--- config.mk ---
export PLATFORM = sky130hd
export DESIGN_NAME = ntc_div
export DESIGN_NICKNAME = d
export VERILOG_FILES = /design/src/rtl/ntc_pkg.sv /design/src/rtl/ntc_div.sv
export SDC_FILE = /design/constraint.sdc
export NUM_CORES = 2
export LEC_CHECK = 0
export BUFFER_PORTS_ARGS = -buffer_cell sky130_fd_sc_hd__buf_2
export CAP_MARGIN = 25
export CELL_PAD_IN_SITES_DETAIL_PLACEMENT = 1
export CELL_PAD_IN_SITES_GLOBAL_PLACEMENT = 1
export CORE_ASPECT_RATIO = 2
export CORE_MARGIN = 2
export CORE_UTILIZATION = 48
export CTS_BUF_LIST = sky130_fd_sc_hd__clkbuf_8
export CTS_CLUSTER_DIAMETER = 80
export DETAILED_ROUTE_END_ITERATION = 7
export PLACE_DENSITY = 0.79
export SLEW_MARGIN = 20
export SYNTH_ARGS = -nofsm -noshare
export SYNTH_HDL_FRONTEND = slang
export SYNTH_SLANG_ARGS = --single-unit
--- constraint.sdc ---
create_clock -name clk -period 3.5 [get_ports clk]
set_clock_uncertainty 0.15 [all_clocks]
set_input_delay 1.05 -clock clk [delete_from_list [all_inputs] [get_ports clk]]
set_output_delay 1.05 -clock clk [all_outputs]
set_load 0.005 [all_outputs]
--- src/rtl/ntc_pkg.sv ---
// shared widths, constants and types of the thermistor temperature pipeline
package ntc_pkg;

  // converter and field widths
  localparam int ADC_BITS = 12;
  localparam int CODE_W   = 12;
  localparam int BETA_W   = 14;
  localparam int COMP_W   = 7;
  localparam int T_W      = 17;
  localparam int CFG_W    = 14;
  localparam int IDX_W    = 1;

  // register indexes of the configuration port
  localparam logic [IDX_W-1:0] REG_BETA = 1'd0;
  localparam logic [IDX_W-1:0] REG_COMP = 1'd1;

  localparam logic [BETA_W-1:0] BETA_RST = 14'd3950;
  localparam logic [COMP_W-1:0] COMP_RST = 7'd5;

  // divider terms: num = 330*code, den = 329*2^ADC_BITS - num
  localparam int NUM_MUL = 330;
  localparam int DEN_MUL = 329;
  localparam int NUM_W   = ADC_BITS + 9;
  localparam logic [NUM_W-1:0] DEN_FULL = NUM_W'(DEN_MUL) << ADC_BITS;

  // log2 in Q.16 with a Q1.30 mantissa
  localparam int M_W     = 31;
  localparam int FRAC_W  = 16;
  localparam int P_W     = $clog2(NUM_W);
  localparam int LOG_W   = P_W + FRAC_W;
  localparam int L_W     = LOG_W + 1;
  localparam int LOG_LAT = 1 + FRAC_W;

  // 298.15*ln2 in Q.16
  localparam int K_W = 24;
  localparam logic [K_W-1:0] K_Q16 = 24'd13543790;
  localparam int KL_W = K_W + 1 + L_W;

  // beta denominator and quotient
  localparam int D_W     = ((BETA_W + 32 > KL_W) ? BETA_W + 32 : KL_W) + 1;
  localparam int DEN_W   = D_W - 1;
  localparam int NB_W    = 15 + BETA_W;
  localparam int N_W     = NB_W + 32 + 1;
  localparam int Q_W     = 17;
  localparam int R_W     = (N_W > DEN_W + Q_W) ? N_W : DEN_W + Q_W;
  localparam int DIV_LAT = 1 + Q_W;
  localparam int T25_C   = 29815;

  // output math
  localparam int TV_W   = Q_W + 4;
  localparam int KELVIN = 27315;
  localparam int T_MIN  = -11000;
  localparam int T_MAX  = 54000;

  // flags that ride along with each request
  typedef struct packed {
    logic inv;
    logic bzero;
    logic dneg;
  } flags_t;

endpackage

--- src/rtl/ntc_div.sv ---
// pipelined restoring divider with rounding input, one quotient bit per stage
module ntc_div (
  input  logic                        clk,
  input  logic                        en,
  input  logic [ntc_pkg::N_W-1:0]     num,
  input  logic [ntc_pkg::DEN_W-1:0]   den,
  output logic [ntc_pkg::Q_W-1:0]     q,
  output logic                        sat
);

  logic [ntc_pkg::R_W-1:0]   rem [0:ntc_pkg::Q_W];
  logic [ntc_pkg::DEN_W-1:0] dd  [0:ntc_pkg::Q_W];
  logic [ntc_pkg::Q_W-1:0]   qq  [0:ntc_pkg::Q_W];
  logic                      st  [0:ntc_pkg::Q_W];

  // load stage and quotient overflow check
  always_ff @(posedge clk) begin
    if (en) begin
      rem[0] <= ntc_pkg::R_W'(num);
      dd[0]  <= den;
      qq[0]  <= '0;
      st[0]  <= ntc_pkg::R_W'(num) >= (ntc_pkg::R_W'(den) << ntc_pkg::Q_W);
    end
  end

  // compare and subtract, msb first
  for (genvar g = 0; g < ntc_pkg::Q_W; g++) begin : g_bit
    logic [ntc_pkg::R_W-1:0] trial;
    logic                    take;
    assign trial = ntc_pkg::R_W'(dd[g]) << (ntc_pkg::Q_W - 1 - g);
    assign take  = rem[g] >= trial;
    always_ff @(posedge clk) begin
      if (en) begin
        rem[g+1] <= take ? rem[g] - trial : rem[g];
        dd[g+1]  <= dd[g];
        qq[g+1]  <= {qq[g][ntc_pkg::Q_W-2:0], take};
        st[g+1]  <= st[g];
      end
    end
  end

  assign q   = qq[ntc_pkg::Q_W];
  assign sat = st[ntc_pkg::Q_W];

endmodule

==> results of run 1 <==
==> metal layers <==
metal / GRT overflow / global-route usage (%)
met5: 0 / 6.98
met2: 61 / 82.9
met4: 63 / 60.5
met1: 1 / 38.5
met3: 6 / 21.7
==> cell families after synthesis <==
group	share of synthesized area [%]
xor gates and xnor gates	5.86
and+or+nand+nor	11.0
buffers and inverters	4.64
muxes	1.37
DFF	51.0
adders and majority gates	8.98
AOI/OAI and AO/OA	17.1
==> stage by stage <==
stage / instances / setup TNS [ps] / area (µm²) / hold WS (ps) / setup WS (ps)
floorplan: 11500 / -48.4 / 121000 / 250 / -34.3
global placement: 17600 / -380780 / 149000 / 250 / -1150
detailed placement: 17600 / -496100 / 149000 / 255 / -1150
CTS: 18500 / -217970 / 165000 / 0.204 / -609
==> what timing repair did <==
item | in CTS
setup endpoints to repair | 905
pin swaps | 622
setup buffers | 387
hold buffers | 20
gates resized for setup | 1552
endpoints found under the hold margin | 20
cloned | 38
==> flow_summary.yaml, run 1 <==
synth:
  synth_most_common_cell: "edfxtp_1"
  ys_types: 107
  synth_top_cells_by_count: "edfxtp_1, inv_1, nand2_1, a21oi_1, ha_1"
  synth_area_leaders: "edfxtp_1, ha_1, a21oi_1"
  synthCells: 11500
  syn_area_um2: 121000
  synth_top_area_share_pct: 51.0
  syn_nets: 12400
  ys.flop_type: "edfxtp_1"
  async_flop_share_pct: 0
  synth_area_leader_cell: "edfxtp_1"
  yosys_warnings: 0
  syn_avg_cell_area_um2: 10.6
  ys_ff_latch: 2056
  synth_edf_count: 2056
  yosysSeqAreaShare_pct: 51.0
floorplanning:
  initial_utilization_pct: 48.2
  die_h_um: 714
  pin_count: 129
  die_w_um: 359
  num_rows: 260
status:
  lastStage: "global routing (5_1_grt)"
  outcome: "stopped before the end"
  first-error: "[ERROR GRT-0232] Routing congestion too high. Check the congestion heatmap in the GUI."
grt:
  grt_use_total_pct: 49.6
  overflow: 131
  grt_max_degree: 103
clock_tree:
  cts_buffers: 318
  clockBufferDepth: 4
  root_buffer: "clkbuf_8"
  clock-sinks: 2056
  cts_max_level: 5
placed_design:
  portBuffers: 128
  hpwl_um: 348000
  gp_congestion: 1.00
==> run 2, diff against run 1 <==
==> config.mk (replaced) <==
export PLATFORM = sky130hd
export DESIGN_NAME = ntc_div
export DESIGN_NICKNAME = d
export VERILOG_FILES = /design/src/rtl/ntc_pkg.sv /design/src/rtl/ntc_div.sv
export SDC_FILE = /design/constraint.sdc
export NUM_CORES = 2
export LEC_CHECK = 0
export BUFFER_PORTS_ARGS = -buffer_cell sky130_fd_sc_hd__buf_2
export CAP_MARGIN = 25
export CORE_MARGIN = 2
export CORE_UTILIZATION = 40
export DETAILED_ROUTE_END_ITERATION = 7
export PLACE_DENSITY_LB_ADDON = 0.15
export SLEW_MARGIN = 20
export SYNTH_ARGS = -nofsm -noshare
export SYNTH_HDL_FRONTEND = slang
export SYNTH_SLANG_ARGS = --single-unit
==> constraint.sdc (replaced) <==
create_clock -name clk -period 4.5 [get_ports clk]
set_clock_uncertainty 0.15 [all_clocks]
set_input_delay 1.35 -clock clk [delete_from_list [all_inputs] [get_ports clk]]
set_output_delay 1.35 -clock clk [all_outputs]
set_load 0.005 [all_outputs]
==> run 2 against run 1 <==
  * Area after synthesis unchanged
  * The run now ends clean
  * Synthesized cell count unchanged
==> flow_summary.yaml, run 2 <==
grt:
  overflow: 0
  antenna_found_initial: 1
  grt_pass1_vias: 91400
  grt_first_pass_wirelength_um: 496000
  grt_max_degree: 108
  grt_use_total_pct: 20.3
synth:
  synth_edf_count: 2056
  synth_top_area_share_pct: 51.0
  ys_types: 107
  syn_avg_cell_area_um2: 10.6
  ys.flop_type: "edfxtp_1"
  syn_area_um2: 121000
  synth_area_leader_cell: "edfxtp_1"
  synth_top_cells_by_count: "edfxtp_1, inv_1, nand2_1, a21oi_1, ha_1"
  ys_ff_latch: 2056
  synth_area_leaders: "edfxtp_1, ha_1, a21oi_1"
  yosys_warnings: 0
  async_flop_share_pct: 0
  syn_nets: 12400
  synthCells: 11500
  yosysSeqAreaShare_pct: 51.0
  synth_most_common_cell: "edfxtp_1"
clock_tree:
  cts_max_level: 4
  cts_tree: "yes"
  root_buffer: "clkbuf_16"
  insertion_delay_ps: 900
  clock-sinks: 2056
  clk_pin_slew_ps: 60
  cts_buffers: 240
  clockBufferDepth: 4
timing:
  hold_viol: 0
  fmax_mhz: 229
  relSlewSlack_pct: 31.1
  period_share_pct: 97.1
  hold_ws_ps: 261
  maxSlewViolCount: 0
  post-route-min-period_ps: 4370
  worstMarginPinSlew_ps: 1020
  finalSetupViolations: 0
  worst_slack_ps: 131
  setup-tns-final_ps: 0
layout:
  final_cell_mix: "edfxtp_1, inv_1, nand2_1"
  drive_gt1_share_pct: 10.8
  top_register: "rem"
  largest_register_ffs: 1086
  instances_no_fill: 16200
  postLayoutCellArea_um2: 138000
  mostFrequentLayoutCell: "edfxtp_1"
  syn2layout_area_growth_pct: 14.0
  reg_top3: "rem (1086), dd (799), qq (153)"
  layout.nets: 13000
placed_design:
  gp_congestion: 1.01
  portBuffers: 128
  place_ws_ps: -47.3
  hpwl_um: 249000
  detailed_place.area_um2: 130000
  place_inst: 15700
hold_path:
  holdCritStartpoint: "qq[6][5]$_DFFE_PP_"
  hold_class: "flop to flop"
floorplanning:
  fp.coreArea_um2: 300000
  die_w_um: 554
  pin_count: 129
  initial_utilization_pct: 40.3
  die_h_um: 554
  dieArea_um2: 307000
  num_rows: 201
detailed_routing:
  antenna_left: 0
  wire_per_inst_um: 19.6
  drtIter0Drc: 5045
  dr.pass1.iters: 8
  vias_per_cell: 5.35
  vias: 86400
  drc: 0
  drt-total-wl_um: 316000
critical_path:
  cp-start-kind: "flop"
  critPathKind: "flop to flop"
  path_max_fanout: 3
  arrival_ps: 4830
  critPathRequiredTime_ps: 4960
  reg2reg_from: "rem[1][15]$_DFFE_PP_"
  startpoint: "rem[1][15]$_DFFE_PP_"
  crit_path_end_kind: "flop"
flow_run:
  max-cap-violations: 0
power:
  power_leakage_nw: 56.0
  powerDensity_nw_per_um2: 650
  ir_drop_uv: 370
status:
  outcome: "finished, final reports clean"
## run 2: logic make-up after synthesis
| group | after synthesis | share of synthesized area, % |
|---|---|---|
| buffers and inverters | 1468 | 4.64 |
| AND/OR/NAND/NOR | 2832 | 11.0 |
| multiplexers | 148 | 1.37 |
| flip-flops | 2056 | 51.0 |
| AO/OA/AOI/OAI | 3287 | 17.1 |
| adder cells (fa/ha/maj) | 859 | 8.98 |
| XOR/XNOR | 809 | 5.86 |
## run 2: area by class of cell
type | instances | area, µm²
Multi-Input combinational cell | 7935 | 53900
Sequential cell | 2056 | 61700
Timing Repair Buffer | 711 | 5700
Inverter | 1057 | 3970
Antenna cell | 1 | 2.50
Tap cell | 3958 | 4950
Fill cell | 27600 | 162000
Clock inverter | 150 | 1340
Clock buffer | 290 | 6300
## run 2: report_power, final
group	switching, mW	total, mW	internal (mW)
Combinational	23.4	40.4	17.0
Clock	7.81	18.9	11.1
Sequential	2.69	30.3	27.6
## run 2: layer usage
layer | vias to the layer above | share of wire [%] | global-route usage (%)
li1 | 43100 | - | -
met1 | 40400 | 36 | 20.0
met2 | 1976 | 54 | 40.1
met3 | 978 | 2.6 | 1.90
met4 | 0 | 7.0 | 12.8
met5 | - | 0 | 0
## run 2: stage by stage
| stage | utilization, % | total power, mW |
|---|---|---|
| 3_3_place_gp | 43.3 | 70.3 |
| 5_1_grt | 45.9 | 95.7 |
| 2_1_floorplan | - | 57.5 |
| 6_report | 45.9 | 89.6 |
| 3_5_place_dp | 43.3 | 70.7 |
| 4_1_cts | 45.9 | 90.1 |
## run 2: worst paths after layout
kind                     endpoint  slack (ps)  cells past startpoint
max          rem[2][63]$_DFFE_PP_         130                     15
min            qq[7][6]$_DFFE_PP_         260                      0
max reg2reg  rem[2][63]$_DFFE_PP_         130                     15
min reg2reg    qq[7][6]$_DFFE_PP_         260                      0
## run 2: timing repair
item	CTS	global route
gates resized for setup	4	24
pin swaps	1	3
gates cloned	0	0
hold buffers	0	0
buffers inserted	0	1
setup endpoints to repair	2	38
## run 2: worst max-delay path: stages, from the launching register on
cell and delay (ps):
edfxtp_1 390, inv_1 70, ha_1 180, fa_1 220, nor2b_1 80, o2111ai_2 210
a31oi_1 180, o211ai_2 350, a211oi_1 130, buf_4 170, o31a_1 310, o41a_1 390
a31o_2 330, and4bb_1 240, a2111oi_4 320, mux2_2 370
No activity file was read; power rests on OpenSTA's default activity.
